$ cat config.mk
export PLATFORM = sky130hd
export DESIGN_NAME = scanset_parse_and_match_top
export DESIGN_NICKNAME = d
export VERILOG_FILES = /design/src/design/spm_pkg.sv /design/src/design/spm_datapath.sv /design/src/design/spm_ctrl.sv /design/src/design/scanset_parse_and_match_top.sv
export VERILOG_INCLUDE_DIRS = /design/src /design/src/design
export SDC_FILE = /design/constraint.sdc
export NUM_CORES = 1
export LEC_CHECK = 0
export ABC_CLOCK_PERIOD_IN_PS = 7130
export BUFFER_PORTS_ARGS = -buffer_cell sky130_fd_sc_hd__buf_4
export CAP_MARGIN = 10
export CORE_ASPECT_RATIO = 0.75
export CORE_MARGIN = 3
export CORE_UTILIZATION = 33
export CTS_CLUSTER_DIAMETER = 100
export DETAILED_ROUTE_END_ITERATION = 10
export PLACE_DENSITY = 0.44
export SLEW_MARGIN = 40
export SYNTH_ARGS = -nofsm -noshare
export SYNTH_HDL_FRONTEND = slang
export SYNTH_SLANG_ARGS = --single-unit
$ cat constraint.sdc
create_clock -name clk -period 7.13 [get_ports clk]
set_clock_uncertainty 0.15 [all_clocks]
set_input_delay 1.0695 -clock clk [delete_from_list [all_inputs] [get_ports clk]]
set_output_delay 1.0695 -clock clk [all_outputs]
set_load 0.1 [all_outputs]
$ cat src/design/scanset_parse_and_match_top_macros.svh
// ---------------------------------------------------------------------------
// scanset_parse_and_match_top_macros
// assertion macros shared by the scan-set blocks
// ---------------------------------------------------------------------------
// each macro expects clk and rst_n in the module scope
`ifndef SCANSET_PARSE_AND_MATCH_TOP_MACROS_SVH
`define SCANSET_PARSE_AND_MATCH_TOP_MACROS_SVH

// same-cycle implication
`define SPM_ASSERT_IMPL(label, ante, cons) \
    label: assert property (@(posedge clk) disable iff (!rst_n) (ante) |-> (cons)) \
        else $error("scan-set assertion failed");

// next-cycle implication
`define SPM_ASSERT_NEXT(label, ante, cons) \
    label: assert property (@(posedge clk) disable iff (!rst_n) (ante) |=> (cons)) \
        else $error("scan-set assertion failed");

`endif

$ cat src/design/spm_pkg.sv
// ---------------------------------------------------------------------------
// spm_pkg
// shared types and constants of the scan-set parser and matcher
// ---------------------------------------------------------------------------
`timescale 1ns / 1ps
`default_nettype none

package spm_pkg;

    // store geometry
    localparam int ENTRY_SLOTS = 16;
    localparam int CNT_W       = $clog2(ENTRY_SLOTS);
    localparam int SLOT_LAST   = ENTRY_SLOTS - 1;
    localparam int UNIT_W      = 16;

    // special code units
    localparam logic [UNIT_W-1:0] CH_CARET = 16'h005E;
    localparam logic [UNIT_W-1:0] CH_CLOSE = 16'h005D;
    localparam logic [UNIT_W-1:0] CH_DASH  = 16'h002D;

    // request kind in tuser
    localparam logic MODE_SPEC  = 1'b0;
    localparam logic MODE_QUERY = 1'b1;

    // parse phase of the bracket text
    typedef enum logic [2:0] {
        PH_FIRST,
        PH_AFTER_CARET,
        PH_MAIN,
        PH_HOLD,
        PH_DASH,
        PH_DONE
    } phase_t;

    // sequencer state
    typedef enum logic [1:0] {
        ST_IDLE,
        ST_EXEC,
        ST_ADD2,
        ST_OUT
    } seq_state_t;

    // datapath operation
    typedef enum logic [1:0] {
        OP_NONE,
        OP_SINGLE,
        OP_RANGE,
        OP_CARET
    } op_t;

    // operand source for a single add
    typedef enum logic [1:0] {
        SRC_HOLD,
        SRC_UNIT,
        SRC_DASH
    } src_t;

    // controller to datapath
    typedef struct packed {
        logic capture;
        logic clear;
        logic query;
        logic spec_exec;
        op_t  op;
        src_t src;
        logic load_hold;
    } cmd_t;

    // datapath to controller
    typedef struct packed {
        logic start_set;
        logic item_mode;
        logic item_last;
        logic is_caret;
        logic is_close;
        logic is_dash;
    } status_t;

endpackage

`default_nettype wire

$ cat src/design/spm_datapath.sv
// ---------------------------------------------------------------------------
// spm_datapath
// item register, single and range stores, lookahead unit, counters and
// parallel membership compare
// ---------------------------------------------------------------------------
`timescale 1ns / 1ps
`default_nettype none
`include "scanset_parse_and_match_top_macros.svh"

module spm_datapath (
    input  wire logic                        clk,
    input  wire logic                        rst_n,
    input  wire spm_pkg::cmd_t               cmd,
    output spm_pkg::status_t                 sts,
    input  wire logic                        in_mode,
    input  wire logic [spm_pkg::UNIT_W-1:0]  in_unit,
    input  wire logic                        in_first,
    input  wire logic                        in_last,
    output logic                             in_set,
    output logic                             add_ok,
    output logic [spm_pkg::UNIT_W-1:0]       consumed
);

    // captured request
    logic                        mode_reg;
    logic                        last_reg;
    logic [spm_pkg::UNIT_W-1:0]  unit_reg;
    logic [spm_pkg::UNIT_W-1:0]  hold_reg;

    // stores
    logic [spm_pkg::UNIT_W-1:0]  single_store [spm_pkg::ENTRY_SLOTS];
    logic [spm_pkg::UNIT_W-1:0]  range_lo     [spm_pkg::ENTRY_SLOTS];
    logic [spm_pkg::UNIT_W-1:0]  range_hi     [spm_pkg::ENTRY_SLOTS];

    // control state
    logic [spm_pkg::CNT_W-1:0]   single_cnt_reg, single_cnt_next;
    logic [spm_pkg::CNT_W-1:0]   range_cnt_reg, range_cnt_next;
    logic                        incl_reg, incl_next;
    logic [spm_pkg::UNIT_W-1:0]  consumed_reg, consumed_next;
    logic                        last_add_reg, last_add_next;
    logic                        in_set_reg, in_set_next;

    logic                        single_full;
    logic                        range_full;
    logic [spm_pkg::UNIT_W-1:0]  src_val;
    logic [spm_pkg::UNIT_W-1:0]  r_lo;
    logic [spm_pkg::UNIT_W-1:0]  r_hi;
    logic [1:0]                  bump;
    logic [spm_pkg::UNIT_W:0]    bump_sum;
    logic                        member_hit;

    // status toward the controller
    assign sts.start_set = (in_mode == spm_pkg::MODE_SPEC) && in_first;
    assign sts.item_mode = mode_reg;
    assign sts.item_last = last_reg;
    assign sts.is_caret  = (unit_reg == spm_pkg::CH_CARET);
    assign sts.is_close  = (unit_reg == spm_pkg::CH_CLOSE);
    assign sts.is_dash   = (unit_reg == spm_pkg::CH_DASH);

    // capture request and lookahead unit
    always_ff @(posedge clk)
    begin
        if (cmd.capture)
        begin
            mode_reg <= in_mode;
            last_reg <= in_last;
            unit_reg <= in_unit;
        end
        if (cmd.load_hold)
        begin
            hold_reg <= unit_reg;
        end
    end

    // operand selection
    always_comb
    begin
        unique case (cmd.src)
            spm_pkg::SRC_HOLD: src_val = hold_reg;
            spm_pkg::SRC_UNIT: src_val = unit_reg;
            spm_pkg::SRC_DASH: src_val = spm_pkg::CH_DASH;
            default:           src_val = unit_reg;
        endcase
    end

    // range bounds in order
    assign r_lo = (unit_reg < hold_reg) ? unit_reg : hold_reg;
    assign r_hi = (unit_reg < hold_reg) ? hold_reg : unit_reg;

    assign single_full = (single_cnt_reg >= spm_pkg::CNT_W'(spm_pkg::SLOT_LAST));
    assign range_full  = (range_cnt_reg >= spm_pkg::CNT_W'(spm_pkg::SLOT_LAST));

    // store writes at the fill count
    always_ff @(posedge clk)
    begin
        if (!cmd.clear && cmd.op == spm_pkg::OP_SINGLE && !single_full)
        begin
            single_store[single_cnt_reg] <= src_val;
        end
        if (!cmd.clear && cmd.op == spm_pkg::OP_RANGE && !range_full)
        begin
            range_lo[range_cnt_reg] <= r_lo;
            range_hi[range_cnt_reg] <= r_hi;
        end
    end

    // membership over all filled entries
    always_comb
    begin
        member_hit = 1'b0;
        for (int i = 0; i < spm_pkg::ENTRY_SLOTS; i++)
        begin
            if ((spm_pkg::CNT_W'(i) < single_cnt_reg) && (single_store[i] == unit_reg))
            begin
                member_hit = 1'b1;
            end
            if ((spm_pkg::CNT_W'(i) < range_cnt_reg) && (unit_reg >= range_lo[i])
                && (unit_reg <= range_hi[i]))
            begin
                member_hit = 1'b1;
            end
        end
    end

    // consumed count increment
    always_comb
    begin
        unique case (cmd.op)
            spm_pkg::OP_SINGLE: bump = 2'd1;
            spm_pkg::OP_CARET:  bump = 2'd1;
            spm_pkg::OP_RANGE:  bump = 2'd3;
            default:            bump = 2'd0;
        endcase
    end

    assign bump_sum = {1'b0, consumed_reg} + (spm_pkg::UNIT_W + 1)'(bump);

    // next values of counters and flags
    always_comb
    begin
        single_cnt_next = single_cnt_reg;
        range_cnt_next  = range_cnt_reg;
        incl_next       = incl_reg;
        last_add_next   = last_add_reg;
        consumed_next   = bump_sum[spm_pkg::UNIT_W] ? {spm_pkg::UNIT_W{1'b1}}
                                                    : bump_sum[spm_pkg::UNIT_W-1:0];
        in_set_next     = in_set_reg;
        if (cmd.clear)
        begin
            single_cnt_next = '0;
            range_cnt_next  = '0;
            incl_next       = 1'b1;
            last_add_next   = 1'b0;
            consumed_next   = '0;
        end
        else
        begin
            unique case (cmd.op)
                spm_pkg::OP_SINGLE:
                begin
                    last_add_next = !single_full;
                    if (!single_full)
                    begin
                        single_cnt_next = single_cnt_reg + spm_pkg::CNT_W'(1);
                    end
                end
                spm_pkg::OP_RANGE:
                begin
                    last_add_next = !range_full;
                    if (!range_full)
                    begin
                        range_cnt_next = range_cnt_reg + spm_pkg::CNT_W'(1);
                    end
                end
                spm_pkg::OP_CARET:
                begin
                    incl_next = 1'b0;
                end
                default:
                begin
                end
            endcase
        end
        // answer register
        if (cmd.query)
        begin
            in_set_next = incl_reg ? member_hit : !member_hit;
        end
        else if (cmd.spec_exec)
        begin
            in_set_next = 1'b0;
        end
    end

    always_ff @(posedge clk or negedge rst_n)
    begin
        if (!rst_n)
        begin
            single_cnt_reg <= '0;
            range_cnt_reg  <= '0;
            incl_reg       <= 1'b1;
            consumed_reg   <= '0;
            last_add_reg   <= 1'b0;
            in_set_reg     <= 1'b0;
        end
        else
        begin
            single_cnt_reg <= single_cnt_next;
            range_cnt_reg  <= range_cnt_next;
            incl_reg       <= incl_next;
            consumed_reg   <= consumed_next;
            last_add_reg   <= last_add_next;
            in_set_reg     <= in_set_next;
        end
    end

    assign in_set   = in_set_reg;
    assign add_ok   = last_add_reg;
    assign consumed = consumed_reg;

    // checks
    `SPM_ASSERT_IMPL(a_single_bound, 1'b1,
        single_cnt_reg <= spm_pkg::CNT_W'(spm_pkg::SLOT_LAST))
    `SPM_ASSERT_IMPL(a_range_bound, 1'b1,
        range_cnt_reg <= spm_pkg::CNT_W'(spm_pkg::SLOT_LAST))
    `SPM_ASSERT_NEXT(a_consumed_mono, !cmd.clear, consumed_reg >= $past(consumed_reg))

endmodule

`default_nettype wire

$ cat src/design/spm_ctrl.sv
// ---------------------------------------------------------------------------
// spm_ctrl
// request sequencer and bracket-text parse controller
// ---------------------------------------------------------------------------
`timescale 1ns / 1ps
`default_nettype none
`include "scanset_parse_and_match_top_macros.svh"

module spm_ctrl (
    input  wire logic              clk,
    input  wire logic              rst_n,
    input  wire logic              in_valid,
    output logic                   in_ready,
    output logic                   out_valid,
    input  wire logic              out_ready,
    input  wire spm_pkg::status_t  sts,
    output spm_pkg::cmd_t          cmd,
    output logic                   spec_done
);

    spm_pkg::seq_state_t state_reg, state_next;
    spm_pkg::phase_t     phase_reg, phase_next;
    spm_pkg::op_t        op2_reg, op2_next;
    spm_pkg::src_t       src2_reg, src2_next;

    // decoded step of one spec unit
    spm_pkg::phase_t     dec_phase;
    spm_pkg::op_t        dec_op1;
    spm_pkg::src_t       dec_src1;
    spm_pkg::op_t        dec_op2;
    spm_pkg::src_t       dec_src2;
    logic                dec_load;
    spm_pkg::phase_t     body_phase;
    logic                body_load;

    // unit after an opening part: close ends, anything else is held
    assign body_phase = sts.is_close ? spm_pkg::PH_DONE : spm_pkg::PH_HOLD;
    assign body_load  = !sts.is_close;

    // parse step decode
    always_comb
    begin
        dec_phase = phase_reg;
        dec_op1   = spm_pkg::OP_NONE;
        dec_src1  = spm_pkg::SRC_HOLD;
        dec_op2   = spm_pkg::OP_NONE;
        dec_src2  = spm_pkg::SRC_UNIT;
        dec_load  = 1'b0;
        unique case (phase_reg)
            spm_pkg::PH_FIRST:
            begin
                if (sts.is_caret)
                begin
                    dec_op1   = spm_pkg::OP_CARET;
                    dec_phase = spm_pkg::PH_AFTER_CARET;
                end
                else if (sts.is_close)
                begin
                    dec_op1   = spm_pkg::OP_SINGLE;
                    dec_src1  = spm_pkg::SRC_UNIT;
                    dec_phase = spm_pkg::PH_MAIN;
                end
                else
                begin
                    dec_phase = body_phase;
                    dec_load  = body_load;
                end
            end
            spm_pkg::PH_AFTER_CARET:
            begin
                if (sts.is_close)
                begin
                    dec_op1   = spm_pkg::OP_SINGLE;
                    dec_src1  = spm_pkg::SRC_UNIT;
                    dec_phase = spm_pkg::PH_MAIN;
                end
                else
                begin
                    dec_phase = body_phase;
                    dec_load  = body_load;
                end
            end
            spm_pkg::PH_MAIN:
            begin
                dec_phase = body_phase;
                dec_load  = body_load;
            end
            spm_pkg::PH_HOLD:
            begin
                if (sts.is_dash)
                begin
                    dec_phase = spm_pkg::PH_DASH;
                end
                else
                begin
                    dec_op1   = spm_pkg::OP_SINGLE;
                    dec_src1  = spm_pkg::SRC_HOLD;
                    dec_phase = body_phase;
                    dec_load  = body_load;
                end
            end
            spm_pkg::PH_DASH:
            begin
                if (!sts.is_close)
                begin
                    dec_op1   = spm_pkg::OP_RANGE;
                    dec_phase = spm_pkg::PH_MAIN;
                end
                else
                begin
                    dec_op1   = spm_pkg::OP_SINGLE;
                    dec_src1  = spm_pkg::SRC_HOLD;
                    dec_op2   = spm_pkg::OP_SINGLE;
                    dec_src2  = spm_pkg::SRC_DASH;
                    dec_phase = spm_pkg::PH_DONE;
                end
            end
            default:
            begin
            end
        endcase
        // end of text flushes the lookahead
        if (sts.item_last && phase_reg != spm_pkg::PH_DONE && dec_phase != spm_pkg::PH_DONE)
        begin
            if (dec_phase == spm_pkg::PH_HOLD)
            begin
                // held unit is the current one
                if (dec_op1 == spm_pkg::OP_NONE)
                begin
                    dec_op1  = spm_pkg::OP_SINGLE;
                    dec_src1 = spm_pkg::SRC_UNIT;
                end
                else
                begin
                    dec_op2  = spm_pkg::OP_SINGLE;
                    dec_src2 = spm_pkg::SRC_UNIT;
                end
            end
            else if (dec_phase == spm_pkg::PH_DASH)
            begin
                dec_op1  = spm_pkg::OP_SINGLE;
                dec_src1 = spm_pkg::SRC_HOLD;
                dec_op2  = spm_pkg::OP_SINGLE;
                dec_src2 = spm_pkg::SRC_DASH;
            end
            dec_phase = spm_pkg::PH_DONE;
        end
    end

    // sequencer next state
    always_comb
    begin
        state_next = state_reg;
        unique case (state_reg)
            spm_pkg::ST_IDLE:
            begin
                if (in_valid)
                begin
                    state_next = spm_pkg::ST_EXEC;
                end
            end
            spm_pkg::ST_EXEC:
            begin
                if (sts.item_mode == spm_pkg::MODE_SPEC && dec_op2 != spm_pkg::OP_NONE)
                begin
                    state_next = spm_pkg::ST_ADD2;
                end
                else
                begin
                    state_next = spm_pkg::ST_OUT;
                end
            end
            spm_pkg::ST_ADD2:
            begin
                state_next = spm_pkg::ST_OUT;
            end
            spm_pkg::ST_OUT:
            begin
                if (out_ready)
                begin
                    state_next = spm_pkg::ST_IDLE;
                end
            end
            default:
            begin
                state_next = spm_pkg::ST_IDLE;
            end
        endcase
    end

    // sequencer outputs and datapath commands
    always_comb
    begin
        in_ready      = 1'b0;
        out_valid     = 1'b0;
        cmd.capture   = 1'b0;
        cmd.clear     = 1'b0;
        cmd.query     = 1'b0;
        cmd.spec_exec = 1'b0;
        cmd.op        = spm_pkg::OP_NONE;
        cmd.src       = spm_pkg::SRC_HOLD;
        cmd.load_hold = 1'b0;
        unique case (state_reg)
            spm_pkg::ST_IDLE:
            begin
                in_ready    = 1'b1;
                cmd.capture = in_valid;
                cmd.clear   = in_valid && sts.start_set;
            end
            spm_pkg::ST_EXEC:
            begin
                if (sts.item_mode == spm_pkg::MODE_QUERY)
                begin
                    cmd.query = 1'b1;
                end
                else
                begin
                    cmd.spec_exec = 1'b1;
                    cmd.op        = dec_op1;
                    cmd.src       = dec_src1;
                    cmd.load_hold = dec_load;
                end
            end
            spm_pkg::ST_ADD2:
            begin
                cmd.op  = op2_reg;
                cmd.src = src2_reg;
            end
            spm_pkg::ST_OUT:
            begin
                out_valid = 1'b1;
            end
            default:
            begin
            end
        endcase
    end

    // parse phase and second add
    always_comb
    begin
        phase_next = phase_reg;
        op2_next   = op2_reg;
        src2_next  = src2_reg;
        if (cmd.clear)
        begin
            phase_next = spm_pkg::PH_FIRST;
        end
        else if (cmd.spec_exec)
        begin
            phase_next = dec_phase;
            op2_next   = dec_op2;
            src2_next  = dec_src2;
        end
    end

    always_ff @(posedge clk or negedge rst_n)
    begin
        if (!rst_n)
        begin
            state_reg <= spm_pkg::ST_IDLE;
            phase_reg <= spm_pkg::PH_FIRST;
            op2_reg   <= spm_pkg::OP_NONE;
            src2_reg  <= spm_pkg::SRC_HOLD;
        end
        else
        begin
            state_reg <= state_next;
            phase_reg <= phase_next;
            op2_reg   <= op2_next;
            src2_reg  <= src2_next;
        end
    end

    assign spec_done = (phase_reg == spm_pkg::PH_DONE);

    // checks
    `SPM_ASSERT_IMPL(a_one_side, in_ready, !out_valid)
    `SPM_ASSERT_NEXT(a_accept_exec, in_valid && in_ready, state_reg == spm_pkg::ST_EXEC)
    `SPM_ASSERT_NEXT(a_done_sticky,
        phase_reg == spm_pkg::PH_DONE && !cmd.clear, phase_reg == spm_pkg::PH_DONE)

endmodule

`default_nettype wire

$ cat src/design/scanset_parse_and_match_top.sv
// ---------------------------------------------------------------------------
// scanset_parse_and_match_top
// bracket character-class parser with single and range stores and a
// membership matcher
// ---------------------------------------------------------------------------
// channel  dir  tdata                tuser                      tlast
// s_*      in   [15:0] code_unit     [0] mode, [1] first_unit   end_of_text
// m_*      out  [15:0] consumed      [0] in_set, [1] add_ok     spec_done
//
// one request at a time: accept in ST_IDLE, execute in ST_EXEC, a
// second add in ST_ADD2 when a parse step stores two singles, then the
// result is held on m_* in ST_OUT until taken; the second add step comes
// from the single store write port
// reset (rst_n low) empties both stores, sets the set inclusive and zeroes
// the consumed count; no clearing pass is needed
// a stall on m_tready holds the result and blocks s_tready
// ---------------------------------------------------------------------------
`timescale 1ns / 1ps
`default_nettype none

module scanset_parse_and_match_top (
    input  wire logic        clk,
    input  wire logic        rst_n,
    input  wire logic        s_tvalid,
    output logic             s_tready,
    input  wire logic [15:0] s_tdata,   // [15:0] code_unit
    input  wire logic [1:0]  s_tuser,   // [0] mode, [1] first_unit
    input  wire logic        s_tlast,
    output logic             m_tvalid,
    input  wire logic        m_tready,
    output logic [15:0]      m_tdata,   // [15:0] consumed
    output logic [1:0]       m_tuser,   // [0] in_set, [1] add_ok
    output logic             m_tlast
);

    spm_pkg::cmd_t    cmd;
    spm_pkg::status_t sts;
    logic             in_set;
    logic             add_ok;
    logic             spec_done;
    logic [15:0]      consumed;

    // sequencer and parse control
    spm_ctrl u_ctrl (
        .clk       (clk),
        .rst_n     (rst_n),
        .in_valid  (s_tvalid),
        .in_ready  (s_tready),
        .out_valid (m_tvalid),
        .out_ready (m_tready),
        .sts       (sts),
        .cmd       (cmd),
        .spec_done (spec_done)
    );

    // stores, counters and matcher
    spm_datapath u_dp (
        .clk      (clk),
        .rst_n    (rst_n),
        .cmd      (cmd),
        .sts      (sts),
        .in_mode  (s_tuser[0]),
        .in_unit  (s_tdata),
        .in_first (s_tuser[1]),
        .in_last  (s_tlast),
        .in_set   (in_set),
        .add_ok   (add_ok),
        .consumed (consumed)
    );

    // result packing
    assign m_tdata = consumed;
    assign m_tuser = {add_ok, in_set};
    assign m_tlast = spec_done;

endmodule

`default_nettype wire

# --- Word-level counts from Yosys, hierarchy flattened ---
# Memory sizes are Yosys's and may differ from the RTL's.
# Cells that the tools add are included.
totals:
  register_bits: 70
  ram_bits: 768
  input_bits: 23
  out_inout_bits: 21
  wordCells: 313
  n_memories: 3
mem_list:
  columns: ["name", "words", "width", "rd", "rd_clocked_by_memory_dff", "wr", "line_no", "text"]
  rows:
  - ["u_dp.range_hi", 16, 16, 16, 0, 1, "spm_datapath.sv:33", "logic [spm_pkg::UNIT_W-1:0] range_hi [spm_pkg::ENTRY_SLOTS];"]
  - ["u_dp.range_lo", 16, 16, 16, 0, 1, "spm_datapath.sv:32", "logic [spm_pkg::UNIT_W-1:0] range_lo [spm_pkg::ENTRY_SLOTS];"]
  - ["u_dp.single_store", 16, 16, 16, 0, 1, "spm_datapath.sv:31", "logic [spm_pkg::UNIT_W-1:0] single_store [spm_pkg::ENTRY_SLOTS];"]
op_classes:
  add_sub_neg: 3
  magnitude_cmp: 67
  n_eq_ne: 39
  mux: 106
  bitwise: 3
  reduce_logical: 78
ops:
  columns: ["operator", "n"]
  rows:
  - ["16-bit equality test", 16]
  - ["16-bit >= comparator", 16]
  - ["16-bit <= comparator", 16]
  - ["4-bit < comparator (first input constant)", 16]
  - ["16-bit 2-to-1 mux", 4]
  - ["1-bit logical AND", 57]
  - ["1-bit 2-to-1 mux", 52]
  - ["2-bit 2-to-1 mux", 26]
  - ["16-bit by 7-bit equality test with 1-bit output (second input constant)", 2]
  - ["3-bit by 4-bit < comparator with 1-bit output (first input constant)", 8]
  - ["16-bit case mux with 2 select lines", 1]
  - ["3-bit 2-to-1 mux", 8]
  - ["4-bit 2-to-1 mux", 6]
  - ["16-bit by 2-bit adder with 17-bit output", 1]
  - ["16-bit by 6-bit equality test with 1-bit output (second input constant)", 1]
  - ["1-bit by 4-bit < comparator with 1-bit output (first input constant)", 4]
  - ["16-bit < comparator", 1]
  - ["2-bit by 4-bit < comparator with 1-bit output (first input constant)", 4]
  - ["2-bit case mux with 4 select lines", 2]
  - ["3-bit case mux with 5 select lines", 1]
  - ["2-bit nonzero test", 6]
  - ["2-bit equality test (second input constant)", 5]
  - ["3-bit by 2-bit equality test with 1-bit output (second input constant)", 3]
  - ["3-bit equality test (second input constant)", 3]
  - ["other kinds (19)", 37]

# --- Longest topological paths before layout ---
# An unclocked memory read counts as a cell.
logic_depth:
  ltp_word: 38
  depth_mapped: 17
  mapped_depth_nobuf: 16

# --- By module ---
# From an unflattened synthesis, not the netlist that was laid out.
unflattened:
  cells_unflattened: 3212
  area_unflattened_um2: 40905.5
by_module_without_submodules:
  columns: ["mod", "instances", "cells_each", "area_per_inst_um2", "seq_area_each_um2"]
  rows:
  - ["spm_datapath", 1, 3121, 40171.0, 23318.6]
  - ["spm_ctrl", 1, 89, 719.4, 200.2]
  - ["scanset_parse_and_match_top", 1, 2, 15.0, 0.0]

# --- Worst setup path after synthesis ---
# Ideal clock, no wire load.
synth_path:
  path_type: "register to register"
  startpoint: "register u_dp.unit_reg[4] in the netlist's numbering"
  endpoint: "register u_dp.consumed_reg, in the netlist u_dp.consumed[10]"
  setup_time_ps: 78
  t_arrival_ps: 4346
  required_ps: 6902
  path_slack_ps: 2556
  path_stages_with_launch: 15
  n_path_buf: 2
  synth_period_minus_slack_ps: 4574
  path_cell_list: "edfxtp_1 > buf_4 > nand3b_4 > or4_4 > or3_1 > a31oi_1 > o22ai_2 > nor3_4 > inv_1 > fa_1 > and3b_1 > nand3_1 > or3_1 > clkbuf_1 > a21oi_1"
synth_via:
  elab_chain_cells: 17
  word_cells_on_any_way: 33
  cone_classes: "add/sub (1); eq/ne (9); mux (20); reduce/logical (3)"
synth_rtl:
  columns: ["item", "line_no", "text"]
  rows:
  - ["start, declared", "spm_datapath.sv:27", "logic [spm_pkg::UNIT_W-1:0] unit_reg;"]
  - ["start signal, assigned", "spm_datapath.sv:67", "unit_reg <= in_unit;"]
  - ["16-bit by 7-bit equality test with 1-bit output", "spm_datapath.sv:57", "assign sts.is_close = (unit_reg == spm_pkg::CH_CLOSE);"]
  - ["3-bit 2-to-1 mux", "spm_ctrl.sv:37", "assign body_phase = sts.is_close ? spm_pkg::PH_DONE : spm_pkg::PH_HOLD;"]
  - ["3-bit 2-to-1 mux", "spm_ctrl.sv:57, spm_ctrl.sv:71", null]
  - ["3-bit 2-to-1 mux", "spm_ctrl.sv:52", "if (sts.is_caret)"]
  - ["3-bit case mux with 5 select lines", "spm_ctrl.sv:49", "unique case (phase_reg)"]
  - ["3-bit equality test", "spm_ctrl.sv:139", "else if (dec_phase == spm_pkg::PH_DASH)"]
  - ["2-bit 2-to-1 mux", "spm_ctrl.sv:139", null]
  - ["2-bit 2-to-1 mux", "spm_ctrl.sv:125", "if (dec_phase == spm_pkg::PH_HOLD)"]
  - ["[2 not listed]", null, null]
  - ["4-bit case mux with 2 select lines *", "spm_ctrl.sv:203", "unique case (state_reg)"]
  - ["2-bit equality test or 2-bit by 1-bit equality test with 1-bit output (tied branches)", "spm_datapath.sv:128", "unique case (cmd.op)"]
  - ["2-bit OR reduction (no source line)", null, null]
  - ["2-bit case mux with 2 select lines *", "spm_datapath.sv:128", null]
  - ["16-bit by 2-bit adder with 17-bit output *", "spm_datapath.sv:136", "assign bump_sum = {1'b0, consumed_reg} + (spm_pkg::UNIT_W + 1)'(bump);"]
  - ["16-bit 2-to-1 mux *", "spm_datapath.sv:145", "consumed_next = bump_sum[spm_pkg::UNIT_W] ? {spm_pkg::UNIT_W{1'b1}}"]
  - ["16-bit 2-to-1 mux *", "spm_datapath.sv:148", "if (cmd.clear)"]
  - ["via u_dp.consumed_next (one bit)", "spm_datapath.sv:39", "logic [spm_pkg::UNIT_W-1:0] consumed_reg, consumed_next;"]
  - ["end signal, assigned", "spm_datapath.sv:211", "consumed_reg <= consumed_next;"]
  - ["end, declared", "spm_datapath.sv:39", null]
# The timed path passes the listed nets; every way through them passes the cells marked *.
# A chain may end at the register's enable or synchronous reset.

# --- Worst setup path in the final report ---
layout_path:
  startpoint: "register u_dp.unit_reg[10] in the netlist's numbering"
  endpoint: "memory u_dp.range_hi[4][13] in the netlist's numbering (data pin)"
layout_via:
  elab_chain_cells: 2
layout_rtl:
  columns: ["item", "line_no", "text"]
  rows:
  - ["16-bit < comparator", "spm_datapath.sv:88", "assign r_hi = (unit_reg < hold_reg) ? hold_reg : unit_reg;"]
  - ["16-bit 2-to-1 mux", "spm_datapath.sv:88", null]
  - ["via u_dp.r_hi (one bit)", "spm_datapath.sv:47", "logic [spm_pkg::UNIT_W-1:0] r_hi;"]
  - ["end, declared", "spm_datapath.sv:33", null]
# The timed path passes the listed nets, and every way through them passes these cells.

==> out/summary.txt <==
status -> completed
Sw Share -> 36.0%
Initial Util -> 33.5%
Worst Hold Class -> primary input to async pin
CP endpoint -> u_dp.range_hi[4][13]$_DFFE_PP_
first-pass GRT wire length -> 189,000 microns
Worst R2R End -> u_dp.range_hi[4][13]$_DFFE_PP_
Yosys cell types -> 80
FF-to-FF Start -> u_dp.unit_reg[10]$_DFFE_PP_
#FFs+latches synth -> 789
Clock Sink Count -> 789
CP required -> 7.49 ns
crit path kind -> register to register
final core utilization -> 38.2%
Post-synth EDFFs -> 754
Synth Area in Simple Gates -> 7.14%
dpl hpwl -> 86,200 microns
H-tree depth -> 3
GPL Wtd Cong -> 0.877
Max Fclk -> 203 MHz
Net Count, Synth -> 3,732
Die Area -> 129,000 sq um
Power Density -> 308 nW/um^2
I/O Pins -> 44
Core Box Area -> 123,000 sq um
adder-cell share of the synthesized area -> 15.5%
unrepaired setup endpoints after global routing -> no
port bufs -> 43
vias in the first global route -> 26,200
Hold Vio Cnt, Final -> 0
hold_buf cts -> 0
Post-Syn Area per Cell -> 12.9 sq um
proportion of power drawn by flip-flops and latches -> 40.6%
row count -> 111
global-route usage over all layers -> 20.2%
Int Pwr -> 0.00925 W
Mapped Cells -> 3,199
fin cells -> 5,072
Clock Path Buffers -> 3
initial antenna violation count -> 11
Largest regs -> u_dp.range_hi: 240 flops, u_dp.range_lo: 240 flops, u_dp.single_store: 240 flops
final setup fails -> 0
drc violations -> 0
Die Y -> 312 microns
Max Cap Viol -> 0
Lkg Pwr -> 18.8 nW
placed insts -> 4,907
largest net degree at the start of global routing -> 50
Final ANT Viol Nets -> 0
startpoint types -> register
Iter 0 DRT Violations -> 2,254
Vias/cell -> 5.15
Worst R2R Setup Slack -> 2.21 ns
worst rel slew slack -> 35.2%
ys flop type -> edfxtp_1
die width -> 414 microns
cts repair resizes -> 0
Setup TNS Final -> 0 ns
Cell Area, Synth -> 41,100 sq um
routed via count -> 26,100
crit path DAT -> 5.27 ns
Register-to-Register Path Depth -> 14
Crit Path Max Fanout -> 33
Routed WL -> 130,000 microns
CTS tree -> yes
nets@finish -> 3,892
hold slack -> 0.210 ns
final instance area -> 47,000 sq um
power share of the combinational group -> 29.3%
largest family of logic cells by synthesized area -> adder cells
post-synthesis mux area share -> 1.30%
Async SR Flop Fraction -> 4.44%
placed inst area -> 44,300 sq um
CP endpoint kind -> register
grt ovf -> 0
peak supply drop -> 183 uV
Slew @ Worst Pin -> 0.969 ns
Post-Synth XOR/XNOR Area -> 5.39%
sw power -> 0.00520 W
wire per inst -> 25.7 microns
Syn. warnings -> 0
Setup crit start -> u_dp.unit_reg[10]$_DFFE_PP_
latest clock arrival within the worst-skew pair -> 0.68 ns
Clock transition at path regs -> 0.06 ns
Clock power frac -> 30.1%
Final Max Tran Viols -> 0
post-layout min period -> 4.92 ns
Root Buffer -> clkbuf_16
area grow syn2layout -> 14.2%
Layout fillers -> 11,700
Tcrit/Tclk final -> 69.0%
Seq/Total Area, Yosys -> 57.2%
compound-cell area share of the yosys netlist -> 8.07%
total CTS buffers -> 87
Pre-Repair DR Iteration Count -> 5
layout cells sized above 1 -> 9.57%
Post-CTS Setup Bufs -> 0
-- Yosys cell counts (7+ instances only) --
cell         n  area share, %
edfxtp_1   754             55
inv_1      512            4.7
ha_1       509             15
xnor2_1    180            3.8
a21oi_1    143            1.7
nand4_1    125            1.9
nand2_1     86           0.78
o21ai_0     79           0.96
nor2_1      73           0.67
xor2_1      73            1.6
a21o_1      68            1.2
nand3_1     46           0.56
a211oi_1    42           0.77
mux2i_1     41            1.0
nor3_1      35           0.43
dfrtp_1     34            2.1
nor4_1      30           0.46
o211ai_1    30           0.55
nor2b_1     26           0.40
and3_1      22           0.33
o21a_1      20           0.37
clkbuf_1    19           0.17
nand2b_1    19           0.29
and2_1      18           0.27
a31oi_1     16           0.24
a211o_1     14           0.30
buf_1       12           0.11
buf_2       12           0.15
o2111ai_1   12           0.26
mux2_2      11           0.30
and4_1      10           0.21
a2111oi_0    7           0.15
-- layout make-up --
class | instances | area, sq um | area share (%)
Timing Repair Buffer | 126 | 1030 | 2.20
Clock buffer | 116 | 2310 | 4.91
Clock inverter | 43 | 333 | 0.709
Inverter | 513 | 1930 | 4.10
Sequential cell | 789 | 23500 | 50.1
Multi-Input combinational cell | 1842 | 15800 | 33.6
Tap cell | 1638 | 2050 | 4.36
Antenna cell | 5 | 12.5 | 0.0266
-- cell usage in the layout, fill, tap and decap left out, types with 6 or more instances in the layout --
cell       instances
buf_6              7
dfrtp_1           34
o2111ai_1         12
nand3_1           46
buf_4            112
and2_1            18
o21a_1            20
and3_1            14
edfxtp_1         754
xor2_1            73
nor3_1            35
a211o_1           14
mux2i_4           23
ha_1             509
a221oi_1           6
nand4_1          125
and3_2             8
o21ai_0           79
nor4_1            29
nand2b_1          19
clkbuf_16         88
nand2_1           86
a21o_1            68
xnor2_1          180
clkinv_2          12
a31oi_1           16
nor2b_1           26
o211ai_1          30
clkbuf_1          28
mux2_2            11
and4_1             9
a211oi_1          42
or2_2              6
mux2i_2           14
inv_1            511
or3_1              6
a2111oi_0          6
a21oi_1          143
nor2_1            72
clkinv_1          18
-- cell families (layout without fill, tap and decap cells) --
kind of cell	count (synthesis)	after routing
and+or+nand+nor	530	530
muxes	52	52
xor gates and xnor gates	253	253
DFF	789	789
AOI/OAI and AO/OA	497	497
adders and majority gates	510	510
buffers and inverters	568	798
other	0	5
-- worst min path at each step --
stage	start	to	slack, ns
floorplan	u_dp.unit_reg[0]$_DFFE_PP_	u_dp.hold_reg[0]$_DFFE_PP_	0.30
detailed placement	u_dp.in_set$_DFFE_PN0P_	u_dp.in_set$_DFFE_PN0P_	0.33
finish	rst_n	u_dp.in_set$_DFFE_PN0P_	0.21
global placement	u_dp.in_set$_DFFE_PN0P_	u_dp.in_set$_DFFE_PN0P_	0.34
global route	rst_n	u_dp.range_cnt_reg[2]$_DFFE_PN0P_	0.21
CTS	rst_n	u_dp.range_cnt_reg[2]$_DFFE_PN0P_	0.18
-- power by group through the flow --
stage | sequential (W) | combinational [W] | clock, W
4_1_cts | 0.00586 | 0.00426 | 0.00446
3_5_place_dp | 0.00596 | 0.00424 | 0
6_report | 0.00586 | 0.00423 | 0.00435
2_1_floorplan | 0.00626 | 0.00194 | 0
5_1_grt | 0.00589 | 0.00455 | 0.00464
3_3_place_gp | 0.00597 | 0.00407 | 0
-- routing by layer --
metal	track usage [%]	routed length [microns]
met5	0	0
met4	4.38	2540
met3	3.03	7430
met2	28.6	53400
met1	32.0	66900
-- critical path: stages, from the launching register on --
cell      delay, ns
edfxtp_1       0.32
buf_4          0.35
buf_4          0.66
ha_1           0.38
a21o_1         0.19
a21o_1         0.17
a21oi_1        0.16
nor2b_1        0.06
o21ai_0        0.19
nand2_1        0.09
a21oi_1        0.27
o21ai_4        0.19
buf_4          0.39
mux2i_2        0.77
buf_4          0.34
-- per-stage QoR --
| stage | power, W | worst slack [ns] |
|---|---|---|
| after global routing | 0.0151 | 1.97 |
| after CTS | 0.0146 | 2.25 |
| after floorplan | 0.00821 | 2.56 |
| final | 0.0144 | 2.21 |
| after detailed placement | 0.0102 | 2.28 |
| after global placement | 0.0100 | 1.91 |
Power figures use the tool's default switching activity.
